**src/hw/rtl/ptb_pkg.sv**
```systemverilog
// shared types, codes and defaults of the pausable timer bank
package ptb_pkg;

   localparam int NUM_TIMERS_DEF = 8;

   localparam int FUNC_W  = 3;
   localparam int INDEX_W = 3;
   localparam int COUNT_W = 16;
   localparam int STATE_W = 2;

   // operation codes
   localparam logic [FUNC_W-1:0] OP_TICK    = 3'd0;
   localparam logic [FUNC_W-1:0] OP_START   = 3'd1;
   localparam logic [FUNC_W-1:0] OP_STOP    = 3'd2;
   localparam logic [FUNC_W-1:0] OP_PAUSE   = 3'd3;
   localparam logic [FUNC_W-1:0] OP_RELEASE = 3'd4;
   localparam logic [FUNC_W-1:0] OP_READ    = 3'd5;

   // timer run states
   localparam logic [STATE_W-1:0] RS_STOPPED = 2'd0;
   localparam logic [STATE_W-1:0] RS_RUNNING = 2'd1;
   localparam logic [STATE_W-1:0] RS_PAUSED  = 2'd2;

   typedef struct packed {
      logic [FUNC_W-1:0]  func;
      logic [INDEX_W-1:0] timer_index;
   } req_type;

   typedef struct packed {
      logic [COUNT_W-1:0] count_value;
      logic [STATE_W-1:0] run_state;
   } rsp_type;

   typedef struct packed {
      logic [STATE_W-1:0] run_state;
      logic [COUNT_W-1:0] count;
   } entry_type;

endpackage

```
**src/hw/rtl/ptb_entry_store.sv**
```systemverilog
// timer entry memory with per-entry valid bits; an unwritten entry reads as zero
module ptb_entry_store #(
   parameter int DEPTH = ptb_pkg::NUM_TIMERS_DEF,
   parameter int AW    = (DEPTH > 1) ? $clog2(DEPTH) : 1
) (
   input  logic                clock,
   input  logic                reset,
   input  logic                rd_en,
   input  logic [AW-1:0]       rd_addr,
   output ptb_pkg::entry_type  rd_data,
   input  logic                wr_en,
   input  logic [AW-1:0]       wr_addr,
   input  ptb_pkg::entry_type  wr_data
);

   ptb_pkg::entry_type mem [DEPTH];
   logic [DEPTH-1:0]   vld_ff;
   logic [DEPTH-1:0]   vld_in;
   ptb_pkg::entry_type rd_raw_ff;
   logic               rd_vld_ff;

   always_comb begin
      vld_in = vld_ff;
      if (wr_en) begin
         vld_in[wr_addr] = 1'b1;
      end
   end

   always_ff @(posedge clock) begin
      if (reset) begin
         vld_ff    <= '0;
         rd_vld_ff <= 1'b0;
      end else begin
         vld_ff <= vld_in;
         if (rd_en) begin
            rd_vld_ff <= vld_ff[rd_addr];
         end
      end
   end

   always_ff @(posedge clock) begin
      if (wr_en) begin
         mem[wr_addr] <= wr_data;
      end
      if (rd_en) begin
         rd_raw_ff <= mem[rd_addr];
      end
   end

   assign rd_data = rd_vld_ff ? rd_raw_ff : '0;

endmodule

```
**src/hw/rtl/pausable_timer_bank.sv**
```systemverilog
// bank of pausable 16-bit timers driven by a small sequencer over one entry memory
//
//  channel  dir  ports                           transaction
//  req      in   req_valid req_stall req_data    func, timer_index
//  rsp      out  rsp_valid rsp_stall rsp_data    count_value, run_state
//
// tick sweeps one incrementer over the memory, one timer per cycle, reading
// each timer while the one before is written back; other operations read
// the memory, update the entry and load the result, and an index beyond
// the bank skips the memory and answers zero.
// reset clears the valid bits at once, so all timers read stopped with count 0.
// req_stall is high from accept until the result is loaded into the output
// register; a stalled result holds the block in its final state.
module pausable_timer_bank #(
   parameter int NUM_TIMERS = ptb_pkg::NUM_TIMERS_DEF
) (
   input  logic             clock,
   input  logic             reset,
   input  logic             req_valid,
   output logic             req_stall,
   input  ptb_pkg::req_type req_data,
   output logic             rsp_valid,
   input  logic             rsp_stall,
   output ptb_pkg::rsp_type rsp_data
);

   localparam int AW = (NUM_TIMERS > 1) ? $clog2(NUM_TIMERS) : 1;
   localparam int CW = $clog2(NUM_TIMERS + 1);
   localparam int XW = (AW > ptb_pkg::INDEX_W) ? AW : ptb_pkg::INDEX_W;

   localparam logic [2:0] ST_IDLE  = 3'd0;
   localparam logic [2:0] ST_SWEEP = 3'd1;
   localparam logic [2:0] ST_READ  = 3'd2;
   localparam logic [2:0] ST_LOOK  = 3'd3;
   localparam logic [2:0] ST_DONE  = 3'd4;

   logic [2:0]                  state_ff, state_in;
   logic [ptb_pkg::FUNC_W-1:0]  op_ff, op_in;
   logic [AW-1:0]               idx_ff, idx_in;
   logic [CW-1:0]               sweep_cnt_ff, sweep_cnt_in;
   logic                        rd_pend_ff, rd_pend_in;
   logic [AW-1:0]               wr_addr_ff, wr_addr_in;
   ptb_pkg::rsp_type            res_ff, res_in;
   logic                        rsp_valid_ff, rsp_valid_in;
   ptb_pkg::rsp_type            rsp_data_ff, rsp_data_in;

   logic                        req_take;
   logic [XW-1:0]               idx_ext;
   logic                        idx_ok;
   logic                        rd_en;
   logic [AW-1:0]               rd_addr;
   ptb_pkg::entry_type          rd_data;
   logic                        wr_en;
   logic [AW-1:0]               wr_addr;
   ptb_pkg::entry_type          wr_data;
   ptb_pkg::entry_type          upd;
   logic                        out_free;

   ptb_entry_store #(
      .DEPTH (NUM_TIMERS),
      .AW    (AW)
   ) u_store (
      .clock   (clock),
      .reset   (reset),
      .rd_en   (rd_en),
      .rd_addr (rd_addr),
      .rd_data (rd_data),
      .wr_en   (wr_en),
      .wr_addr (wr_addr),
      .wr_data (wr_data)
   );

   assign req_stall = (state_ff != ST_IDLE);
   assign req_take  = req_valid && !req_stall;
   assign idx_ext   = XW'(req_data.timer_index);
   assign idx_ok    = (32'(req_data.timer_index) < NUM_TIMERS);
   assign out_free  = !rsp_valid_ff || !rsp_stall;

   // single-timer update from the entry read out of memory
   always_comb begin
      upd = rd_data;
      case (op_ff)
         ptb_pkg::OP_START: begin
            if (rd_data.run_state == ptb_pkg::RS_STOPPED) begin
               upd.count     = '0;
               upd.run_state = ptb_pkg::RS_RUNNING;
            end
         end
         ptb_pkg::OP_STOP: begin
            upd.run_state = ptb_pkg::RS_STOPPED;
         end
         ptb_pkg::OP_PAUSE: begin
            if (rd_data.run_state == ptb_pkg::RS_RUNNING) begin
               upd.run_state = ptb_pkg::RS_PAUSED;
            end
         end
         ptb_pkg::OP_RELEASE: begin
            if (rd_data.run_state == ptb_pkg::RS_PAUSED) begin
               upd.run_state = ptb_pkg::RS_RUNNING;
            end
         end
         default: begin
         end
      endcase
   end

   always_comb begin
      state_in     = state_ff;
      op_in        = op_ff;
      idx_in       = idx_ff;
      sweep_cnt_in = sweep_cnt_ff;
      rd_pend_in   = 1'b0;
      wr_addr_in   = wr_addr_ff;
      res_in       = res_ff;
      rsp_valid_in = rsp_valid_ff && rsp_stall;
      rsp_data_in  = rsp_data_ff;
      rd_en        = 1'b0;
      rd_addr      = idx_ff;
      wr_en        = 1'b0;
      wr_addr      = wr_addr_ff;
      wr_data      = upd;

      case (state_ff)
         ST_IDLE: begin
            if (req_take) begin
               op_in        = req_data.func;
               idx_in       = idx_ext[AW-1:0];
               sweep_cnt_in = '0;
               res_in       = '0;
               if (req_data.func == ptb_pkg::OP_TICK) begin
                  state_in = ST_SWEEP;
               end else if (idx_ok) begin
                  state_in = ST_READ;
               end else begin
                  state_in = ST_DONE;
               end
            end
         end
         ST_SWEEP: begin
            // read timer n while timer n-1 is written back
            if (rd_pend_ff && (rd_data.run_state == ptb_pkg::RS_RUNNING)) begin
               wr_en         = 1'b1;
               wr_data.count = rd_data.count + 1'b1;
            end
            if (32'(sweep_cnt_ff) < NUM_TIMERS) begin
               rd_en        = 1'b1;
               rd_addr      = sweep_cnt_ff[AW-1:0];
               rd_pend_in   = 1'b1;
               wr_addr_in   = sweep_cnt_ff[AW-1:0];
               sweep_cnt_in = sweep_cnt_ff + 1'b1;
            end else begin
               state_in = ST_DONE;
            end
         end
         ST_READ: begin
            rd_en      = 1'b1;
            rd_addr    = idx_ff;
            wr_addr_in = idx_ff;
            state_in   = ST_LOOK;
         end
         ST_LOOK: begin
            wr_en              = 1'b1;
            wr_data            = upd;
            res_in.count_value = upd.count;
            res_in.run_state   = upd.run_state;
            state_in           = ST_DONE;
         end
         ST_DONE: begin
            if (out_free) begin
               rsp_valid_in = 1'b1;
               rsp_data_in  = res_ff;
               state_in     = ST_IDLE;
            end
         end
         default: begin
            state_in = ST_IDLE;
         end
      endcase
   end

   always_ff @(posedge clock) begin
      if (reset) begin
         state_ff     <= ST_IDLE;
         sweep_cnt_ff <= '0;
         rd_pend_ff   <= 1'b0;
         rsp_valid_ff <= 1'b0;
      end else begin
         state_ff     <= state_in;
         sweep_cnt_ff <= sweep_cnt_in;
         rd_pend_ff   <= rd_pend_in;
         rsp_valid_ff <= rsp_valid_in;
      end
   end

   always_ff @(posedge clock) begin
      op_ff       <= op_in;
      idx_ff      <= idx_in;
      wr_addr_ff  <= wr_addr_in;
      res_ff      <= res_in;
      rsp_data_ff <= rsp_data_in;
   end

   assign rsp_valid = rsp_valid_ff;
   assign rsp_data  = rsp_data_ff;

   a_no_write_idle: assert property (@(posedge clock) disable iff (reset)
      (state_ff == ST_IDLE) |-> !wr_en)
      else $error("memory write while idle");

   a_sweep_bound: assert property (@(posedge clock) disable iff (reset)
      32'(sweep_cnt_ff) <= NUM_TIMERS)
      else $error("sweep counter past bank");

   a_pend_in_sweep: assert property (@(posedge clock) disable iff (reset)
      rd_pend_ff |-> (state_ff == ST_SWEEP))
      else $error("pending sweep read outside sweep");

   a_busy_after_take: assert property (@(posedge clock) disable iff (reset)
      req_take |=> req_stall)
      else $error("not busy after accepting a transaction");

   a_done_loads: assert property (@(posedge clock) disable iff (reset)
      (state_ff == ST_DONE && out_free) |=> (rsp_valid && state_ff == ST_IDLE))
      else $error("result not loaded on completion");

endmodule

```
**config.mk**
```make
export PLATFORM = sky130hd
export DESIGN_NAME = pausable_timer_bank
export DESIGN_NICKNAME = d
export VERILOG_FILES = /design/src/hw/rtl/ptb_pkg.sv /design/src/hw/rtl/ptb_entry_store.sv /design/src/hw/rtl/pausable_timer_bank.sv
export SDC_FILE = /design/constraint.sdc
export NUM_CORES = 1
export LEC_CHECK = 0
export ABC_AREA = 1
export BUFFER_PORTS_ARGS = -buffer_cell sky130_fd_sc_hd__buf_2
export CORE_MARGIN = 2
export CORE_UTILIZATION = 24
export CTS_BUF_LIST = sky130_fd_sc_hd__clkbuf_2 sky130_fd_sc_hd__clkbuf_4 sky130_fd_sc_hd__clkbuf_8
export DETAILED_ROUTE_END_ITERATION = 16
export GPL_TIMING_DRIVEN = 0
export PLACE_DENSITY_LB_ADDON = 0.08
export RECOVER_POWER = 25
export SKIP_CTS_REPAIR_TIMING = 1
export SLEW_MARGIN = 10
export SYNTH_ARGS = -nofsm -noshare
export SYNTH_HDL_FRONTEND = slang
export SYNTH_HIERARCHICAL = 1
export SYNTH_SLANG_ARGS = --single-unit
```
**constraint.sdc**
```tcl
create_clock -name clock -period 4.9 [get_ports clock]
set_input_delay 0.98 -clock clock [delete_from_list [all_inputs] [get_ports clock]]
set_output_delay 0.98 -clock clock [all_outputs]
set_load 0.05 [all_outputs]
```
* Word level (Yosys, flattened, before mapping)
Memory sizes are Yosys's and may differ from the RTL's. A register that Yosys moved wholly into a read port is not among the register bits.
Index checks and enable logic that the tools add are counted.
** Storage, ports and cells
- Register bits :: 63
- RAM bits :: 144
- Bits of input ports :: 10
- Output and inout port bits :: 20
- Logic and storage cells :: 92
- Memories :: 1
** Operators by class
- Add/sub/neg operators :: 2
- Order comparisons :: 4
- Eq/ne operators :: 14
- Mux-type cells :: 34
- Bitwise operators :: 2
- Reductions and logical operators :: 22
** Memories
- u_store.mem :: words 8, width 18, rd ports 1, clocked after Yosys merged registers in 1, write ports 1, RTL line ptb_entry_store.sv:16 : ptb_pkg::entry_type mem [DEPTH];
** Operators with widths (number)
- 18-bit two-way mux :: 3
- 16-bit two-way mux :: 3
- 18-bit one-hot mux with 2 select lines :: 1
- 3-bit two-way mux :: 6
- 16-bit by 1-bit adder with 16-bit output, second input constant :: 1
- 3-bit one-hot mux with 5 select lines :: 1
- 3-bit by 2-bit == test with 1-bit output, second input constant :: 4
- 3-bit by 4-bit < comparator with 1-bit output, second input constant :: 2
- 1-bit two-way mux :: 8
- 4-bit two-way mux :: 2
- 2-bit != test, second input constant :: 4
- 8-bit OR :: 1
- 2-bit one-hot mux with 4 select lines :: 1
- 4-bit one-hot mux with 2 select lines :: 1
- 2-bit AND reduction :: 4
- 3-bit by 1-bit == test with 1-bit output, second input constant :: 2
- 3-bit == test, second input constant :: 2
- 3-bit logical NOT :: 2
- 2-bit two-way mux :: 3
- 3-bit one-hot mux with 2 select lines :: 1
- 3-bit AND reduction :: 2
- 2-bit nonzero test :: 3
- 4-bit by 1-bit adder with 4-bit output, second input constant :: 1
- 1-bit logical AND :: 4
- other kinds (13) :: 16

* Depth between registers and ports, before layout
Gate-level depths: netlist of run 1.
- Depth in word-level cells :: 7
- Gate-level depth with buffers :: 14
- Gate-level depth less buffers :: 13

* By module
Netlist of run 1, hierarchy kept.
** Modules (own cells, without submodules)
- ptb_entry_store :: instances 1, cells an instance 536, area each 6688.9 um^2, sequential area each 5044.8 um^2
- pausable_timer_bank :: instances 1, cells an instance 307, area each 2718.9 um^2, sequential area each 1531.5 um^2

* Worst setup path after synthesis of run 1
OpenSTA, ideal clock, no wires.
- Kind :: register to register
- From :: reg u_store.rd_vld_ff
- To :: mem u_store/mem[2][0] in the netlist's numbering (enable)
- Setup time :: 394 ps
- Data arrival time :: 2025 ps
- Data required time :: 4506 ps
- Path slack :: 2481 ps
- Stages on the path, launching flop included :: 12
- Path buffers :: 1
- Path through :: dfxtp_1 > buf_2 > nand2_1 > inv_1 > nand3_2 > inv_1 > nand2_2 > nand2_1 > inv_1 > nor2_1 > inv_1 > nor2_1
** RTL lines
- start: declaration :: RTL line ptb_entry_store.sv:20 : logic rd_vld_ff;
- start signal: assignment :: RTL line ptb_entry_store.sv:36 : rd_vld_ff <= vld_ff[rd_addr];
- end: declaration :: RTL line ptb_entry_store.sv:16

* Worst setup path in the final report of run 1
- From :: reg state_ff[2]
- To :: reg u_store/rd_raw_ff[0] (netlist name)
** On the way
- Word-level cells in the longest chain between the ends :: 2
** RTL lines
- start: declaration :: RTL line pausable_timer_bank.sv:37 : logic [2:0] state_ff, state_in;
- start signal: assignment :: RTL line pausable_timer_bank.sv:188 : state_ff <= state_in;
- 3-bit by 1-bit == test with 1-bit output :: RTL line pausable_timer_bank.sv:123 : case (state_ff)
- 3-bit two-way mux :: RTL line pausable_timer_bank.sv:123
- net rd_addr[1] :: RTL line pausable_timer_bank.sv:51 : logic [AW-1:0] rd_addr;
The timed path passes the listed nets, and every way through them passes these cells.
A chain may end at the register's enable or synchronous reset.

==> results, run 1 <==
- The flow ran to the end, and the final reports show no timing, DRC or antenna violations.
- Walking the worst path, the cells encountered are inv_1 -> nand2_1 -> nor2_1 -> nand2_1 -> clkinvlp_2 -> o21ai_0 -> clkbuf_1 -> o21ai_0 -> o22ai_1 -> nand2_1 -> nand2_1.
- The core region area is 0.0386 mm2.
- Counting distinct cell types in the post-synthesis netlist gives 37.
- After detailed placement, the design holds a cell count of 1393.
- The count of maximum capacitance violations is 0.
- The worst setup path is launched from a register.
- The filler cell count is 4039.
- The commonest cells after synthesis are 207 x edfxtp_1, 157 x nand2_1, 154 x nor2_1.
- Clock tree synthesis inserted a total of 43 buffers.
- Power spread over the standard cell area amounts to 581 mW/mm2.
- 0 antenna diodes ended up in the layout.
- The worst register-to-register path begins at state_ff[2]$_SDFFE_PP0P_.
- Synthesis produced a netlist with a net count of 855.
- The cell count after synthesis is 843.
- The start-to-end type of the worst setup path is register to register.
- During placement, the flow inserted port buffers numbering 29.
- The global route total overflow is 0.
- The transition time of the tightest slew-check pin is 1.15 ns.
- The clock transition at the register clock pins on the worst setup and hold paths after CTS is 0.06 ns.
- The length of the first detailed-routing pass in iterations is 5.
- For this block, the via count after detailed routing is 6254.
- The width of the die is about 200 um.
- The clock tree skew after final layout is about 0.014 ns.
- The startpoint of the most critical setup path is state_ff[2]$_SDFFE_PP0P_.
- The count of cells in the finished layout, fillers not included, comes to between 1k and 1.5k.
- Before CTS, the worst setup slack after placement is 1.99 ns.
- In the finished design, the share of the clock period the worst path needs comes to between 60% and 70%.
- The height of the die is ~200 um.
- In the final routed layout, each cell accounts on average for 17.4 um.
- The final period demand of the worst path is about 3.3 ns.
- The initial core utilization is around a quarter.
- The cell area that synthesis handed to floorplanning was 0.00941 mm2.
- The pin count of the biggest net entering global routing is 21.
- The placement row count is 72.
- The relative max-transition margin is a little under a quarter.
- The proportion of netlist area held by the largest area contributor is between 60 and 70%.
- The number of antenna violations at the first check in global routing was 0.
- The first global-routing pass estimated slightly below 40000 um of wire.
- After detailed routing, the number of vias per cell comes to 4.26.
- The final hold violation count is 0.
- The largest stage delay on the critical path is approximately 0.70 ns.
- The area enclosed by the die boundary is around 0.041 mm2.
- The number of global-route vias before repair came to 6454.
- The number of max-slew violations in the final report was 0.
- The most used flip-flop cell after synthesis is edfxtp_1.
- The routed wire length is around 26000 um.
- The standard cell with the maximum stage delay on the critical path is o21ai_0.
- The maximum vdd ir drop is approximately 0.15 mV.
- For the worst setup path, the data required time is 5.31 ns.
- The largest driver fanout on the critical path is 10.
- The final worst slack is roughly 1.6 ns.
- Cells with a size suffix above 1 make up ~15% of the layout.
- Counting flops and latches in the post-synthesis netlist gives roughly 230.
- In the final timing run, aggregate negative setup slack is 0 ns.
- The number of buffers on the longest clock path is 3.
- The later pin in the worst-skew pair is clocked with a latency of roughly 0.54 ns.
- The analysis attributes to cell leakage a power of roughly 4.0 nW.
- After synthesis, the cell types taking the most area are edfxtp_1 66%, nand2_1 6.3%, nor2_1 6.1%.
- The tree is rooted in a clkbuf_8.
- Of all cell types, the one taking the most synthesized area is edfxtp_1.
- The DRC violation total after the first TritonRoute iteration is around 360.
- The number of cells on the worst reg-to-reg path is 11.
- The number of synthesized flops with an enable pin is about 210.
- During synthesis, Yosys emitted a total of 6 warnings.
- In the synthesized netlist the async set-or-reset flop fraction comes to 0%.
- In the final layout, the multi-input gates occupy about 0.0024 mm2.
- Routability-driven placement finished with a final weighted congestion of approximately 0.82.
- TritonCTS built the clock tree.
- The area added between synthesis and finish is 18.0%.
- The number of H-tree levels is 2.
- The most frequent cell after synthesis is edfxtp_1.
- In this run the register-to-register setup slack is 1.57 ns.
- The most critical setup path has its endpoint at u_store/rd_raw_ff[0]$_DFFE_PP_.
- The net count of the finished layout is 932.
- Setup violations remaining at the end of the flow were counted as 0.
- Summing the sequential cell areas from Yosys gives 69.9% of the chip area.
- In this run the critical register-to-register path is captured at u_store/rd_raw_ff[0]$_DFFE_PP_.
- The HPWL after detailed placement is ~17000 um.
- The type of destination of the critical path is a register.
- In the final layout, flip-flops and latches occupy around 0.0066 mm2.
- For this run, design rule violations remaining after detail routing come to 0.
- The number of ports placed on the die boundary is 30.
- Setup repair after global routing left no endpoint under its margin.
- The number of clock sinks seen by CTS is 225.
- The mean area per synthesized cell is around 11 um2.
- In this run the worst hold path is classified as register to register.
- The most prevalent standard cell on the critical path is nand2_1.
- The number of nets with antenna violations after routing is 0.
- Data on the critical path arrives at its endpoint at around 3.7 ns.
- In the global route stage, overall resource usage came out at between 10 and 15%.
- The highest achievable clock rate is between 300 and 400 MHz.
## kinds of logic after synthesis
logic type	count (synthesis)	share of synthesized area, %
buffers and inverters	106	5.31
DFF	225	69.9
adders and majority gates	2	0.266
xor gates and xnor gates	1	0.0931
AOI/OAI and AO/OA	140	8.09
and+or+nand+nor	369	16.3
## layout by cell type, fill, tap and decap left out, drive strengths merged
master / synthesis / layout
nor2: 158 / 158
o21bai: 2 / 2
bufinv: 0 / 1
inv: 69 / 69
nor3: 9 / 9
clkbuf: 10 / 84
nand4: 7 / 7
ha: 2 / 2
o21a: 1 / 1
nand2: 164 / 164
o21ai: 90 / 90
a21oi: 9 / 9
a22oi: 1 / 1
nand3: 29 / 29
edfxtp: 207 / 207
nand3b: 1 / 1
clkinvlp: 0 / 1
buf: 25 / 49
clkinv: 2 / 9
dfxtp: 18 / 18
xnor2: 1 / 1
or2: 1 / 1
o22ai: 37 / 37
## worst max-delay path, delay by kind of cell, from the launching register on
| family | cells | cell delay [ns] |
|---|---|---|
| compound gates | 3 | 1.19 |
| simple gates | 5 | 0.72 |
| flops | 1 | 0.37 |
| buf+inv | 3 | 0.90 |
## registers in the layout, summed over array words and instances, names as in the netlist
register           cells
u_store/mem          144
res_ff                18
rsp_data              18
u_store/rd_raw_ff     18
u_store/vld_ff         8
sweep_cnt_ff           4
idx_ff                 3
op_ff                  3
state_ff               3
wr_addr                3
rd_pend_ff             1
rsp_valid              1
u_store/rd_vld_ff      1
## routing by layer
layer / track usage (%) / wire, um / vias up / part of all wire [%]
li1: - / - / 3063 / -
met1: 17.5 / 12300 / 3015 / 48
met2: 20.5 / 11700 / 127 / 46
met3: 2.26 / 949 / 49 / 3.7
met4: 4.70 / 599 / 0 / 2.3
met5: 0 / 0 / - / 0
## how the worst min path moves through the flow
stage                                         from                endpoint  slack [ns]  depth (start not counted)
after floorplan            res_ff[0]$_SDFFCE_PN0P_   rsp_data[0]$_DFFE_PP_        0.40                          0
after global placement     res_ff[0]$_SDFFCE_PN0P_   rsp_data[0]$_DFFE_PP_        0.40                          0
after detailed placement  res_ff[15]$_SDFFCE_PN0P_  rsp_data[15]$_DFFE_PP_        0.40                          0
after CTS                 res_ff[15]$_SDFFCE_PN0P_  rsp_data[15]$_DFFE_PP_        0.42                          0
after global routing       res_ff[8]$_SDFFCE_PN0P_   rsp_data[8]$_DFFE_PP_        0.42                          0
final                     res_ff[15]$_SDFFCE_PN0P_  rsp_data[15]$_DFFE_PP_        0.42                          0
## through the flow
stage          power, W  cell area [um2]  utilization, %  hold WS (ns)
2_1_floorplan   0.00393             9410               -         0.400
3_5_place_dp    0.00470            10300            26.6         0.405
5_1_grt         0.00689            11100            28.7         0.425
6_report        0.00645            11100            28.7         0.416
4_1_cts         0.00659            11100            28.8         0.418
3_3_place_gp    0.00470            10200            26.4         0.403
## layout make-up
cell class,instances,share of cell area [%]
sequential,225,59.3
tap,518,5.84
timing repair buffer,32,1.58
clock buffer,66,7.06
multi-input combinational,512,21.2
clock inverter,9,0.575
buffer,35,2.03
inverter,71,2.41
## where the power goes
group	switching, W	internal (W)
Combinational	0.00151	0.000527
Clock	0.000764	0.00106
Sequential	0.0000782	0.00251
No activity file was read; power rests on OpenSTA's default activity.
==> run 2: changes to the inputs <==
clock period = 3.25 ns   (was 4.9 ns; I/O delays follow)
==> run 2 against run 1 <==
Maximum frequency up 15%. Flip-flop and latch count is the same. Sequential power up 51%. Clock-buffer cell count stayed put. Total power increased by 51%. Clock power rose by 51%. Sequential share of layout area about the same. Final cell count unchanged. Worst hold slack lost 0.13 ns. Die area is the same. Largest cell class unchanged. Largest power group unchanged.
==> results, run 2 (same netlist as run 1, synthesis figures left out) <==
- The run finished with clean final reports.
- The register ranked first by flip-flop count is u_store/mem.
- The cell at the root of the clock tree is clkbuf_8.
- The final period demand of the worst path is 2.90 ns (-0.434 ns).
- The number of ports placed on the die boundary came to 30 (unchanged).
- The global route total overflow is 0 (unchanged).
- The number of H-tree levels is 2 (unchanged).
- The width of the die is 202 um (unchanged).
- The worst path arrival time came to 3.30 ns (-0.44 ns).
- The wire length of the first global-routing pass is 39500 um (unchanged).
- The CTS tree is yes.
- The filler cell count came to 4043 (+0.099%).
- The via count of the routed design is 6249 (-0.080%).
- The area taken by multi-input logic gates was 0.00237 mm2 (+0.74%).
- The path class of the tightest hold or removal check is input pin to register.
- The leakage power is 4.01 nW (-1.0%).
- The number of endpoints failing setup at the final stage is 0 (unchanged).
- The core region area is 0.0386 mm2 (unchanged).
- The relative max-transition margin is 22.7% (unchanged).
- The clock transition at the register clock pins on the worst setup and hold paths after CTS is 0.06 ns (about the same).
- The routed wire length is 25600 um (about the same).
- The number of buffers on the longest clock path is 3 (unchanged).
- The kind of launch point of the worst setup path is a register.
- The height of the die is 202 um (unchanged).
- The count of placed standard cells in the final layout, fillers left out is 1468 (unchanged).
- STA classifies the critical path endpoint as a register.
- The global router's overall resource usage is 12.9% (unchanged).
- The final net count is 932 (unchanged).
- The number of DRC violations after detailed routing was 0 (unchanged).
- The largest driver fanout on the critical path is 10 (unchanged).
- The placement row count is 72 (unchanged).
- The number of inserted diodes was 0 (unchanged).
- The register area is 0.00658 mm2 (unchanged).
- The library cells used most frequently in the layout, excluding fill and tap cells, are 207 x edfxtp_1, 160 x nand2_1, 146 x nor2_1.
- The average wire per standard cell came to 17.4 um (about the same).
- The cell total after placement is 1393 (unchanged).
- The critical path required time is 3.66 ns (-1.65 ns).
- The CTS buffer count came to 43 (unchanged).
- The final hold violation count was 0 (unchanged).
- The maximum vdd ir drop is 0.221 mV (+51%).
- The initial core utilization is 24.3% (unchanged).
- The detailed-route vias per instance was 4.26 (about the same).
- The ratio of cells with drive above 1 in the final layout is 14.0% (-1.5 points).
- Setup repair after global routing left no endpoint under its margin.
- The highest achievable clock rate came to 345 MHz (+15%).
- The placed wire-length estimate came to 16900 um (unchanged).
- The standard cell with the maximum stage delay on the critical path is o21ai_0.
- The clock tree skew after final layout is 0.0139 ns (+0.0000447 ns).
- The weighted congestion at the end of routability-driven global placement was 0.816 (unchanged).
- The number of flip-flops under the largest register name is 144 (unchanged).
- The cell area power density was 877 mW/mm2 (+51%).
- The final total negative setup slack is 0 ns (unchanged).
- The critical path goes through inv_1 -> nand2_2 -> nor2_4 -> nand2_4 -> clkinv_2 -> o21ai_0 -> clkbuf_1 -> o21ai_0 -> o22ai_1 -> nand2_1 -> nand2_1.
- The number of global-route vias before repair came to 6454 (unchanged).
- The start-to-end type of the worst setup path is register to register.
- The number of buffers and inverters on the critical path is 3 (unchanged).
- Leaving out fill and tap cells, the most frequent cell in the layout is edfxtp_1.
- The DRC violation total after the first TritonRoute iteration came to 364 (unchanged).
- The largest stage delay on the critical path is 0.65 ns (-0.05 ns).
- The pin count of the biggest net entering global routing is 21 (unchanged).
- The clock latency on the worst-skew pair is 0.54 ns (about the same).
- The area enclosed by the die boundary is 0.0408 mm2 (unchanged).
- The count of maximum capacitance violations is 0 (unchanged).
- The fraction of the cycle the final worst path needs is 89.2% (+21 points).
- The length of the first detailed-routing pass in iterations came to 5 (unchanged).
- The number of nets with antenna violations after routing came to 0 (unchanged).
- The number of port buffers is 29 (unchanged).
- The area added between synthesis and finish was 17.9% (about the same).
- The number of clock sinks seen by CTS is 225 (unchanged).
- The number of antenna violations at the first check in global routing came to 0 (unchanged).
- The kind of cell adding the most delay to the critical path is compound AO/OA/AOI/OAI gates.
- The number of max-slew violations in the final report is 0 (unchanged).
- The transition time of the tightest slew-check pin is 1.15 ns (unchanged).
## run 2: cell types whose count changed in the layout (fill, tap and decap cells not counted), sizes merged
cell | before | now
clkinv | 9 | 10
clkbuf | 84 | 101
clkinvlp | 1 | 0
buf | 49 | 32
## run 2: routing by layer
layer	track usage, %	up-vias	share of wire, %
li1	-	3065	-
met1	17.5	3008	48
met2	20.5	127	46
met3	2.26	49	3.7
met4	4.70	0	2.3
met5	0	-	0
## run 2: report_power, final
part / switching [W] / leakage [nW] / internal (W)
combinational: 0.00228 / 1.47 / 0.000798
sequential: 0.000122 / 2.07 / 0.00378
clock: 0.00115 / 0.456 / 0.00160
total: 0.00356 / 4.01 / 0.00618
## run 2: through the flow
stage / hold WS (ns) / utilization (%) / total power, W / setup WS [ns] / cell area (um2)
floorplan: 0.400 / - / 0.00593 / 0.831 / 9410
global placement: 0.403 / 26.4 / 0.00709 / -0.528 / 10200
detailed placement: 0.405 / 26.6 / 0.00709 / 0.343 / 10300
CTS: 0.230 / 28.8 / 0.00994 / 0.297 / 11100
global route: 0.234 / 28.7 / 0.0104 / 0.0342 / 11100
finish: 0.284 / 28.7 / 0.00973 / 0.352 / 11100
## run 2: cell type report
| cell class | instances | area share, % |
|---|---|---|
| plain buffers | 35 | 2.05 |
| clock buffers | 66 | 7.06 |
| clock inverters | 9 | 0.575 |
| inverters | 71 | 2.41 |
| multi-input cells | 512 | 21.4 |
| flip-flops and latches | 225 | 59.3 |
| well taps | 518 | 5.84 |
| repair buffers | 32 | 1.36 |
## run 2: final timing paths
path | start | to | slack [ns] | cells after the start
setup / recovery | state_ff[2]$_SDFFE_PP0P_ | u_store/rd_raw_ff[0]$_DFFE_PP_ | 0.35 | 11
hold / removal | req_data[0] | idx_ff[0]$_DFFE_PP_ | 0.28 | 1
hold reg to reg | res_ff[15]$_SDFFCE_PN0P_ | rsp_data[15]$_DFFE_PP_ | 0.42 | 0
setup reg to reg | state_ff[2]$_SDFFE_PP0P_ | u_store/rd_raw_ff[0]$_DFFE_PP_ | 0.35 | 11
## run 2: worst reg2reg max path: stages, from the launching register on
cell and delay, ns:
dfxtp_1 0.37, inv_1 0.10, nand2_2 0.09, nor2_4 0.06, nand2_4 0.14, clkinv_2 0.11, o21ai_0 0.65, clkbuf_1 0.52
o21ai_0 0.20, o22ai_1 0.30, nand2_1 0.14, nand2_1 0.09
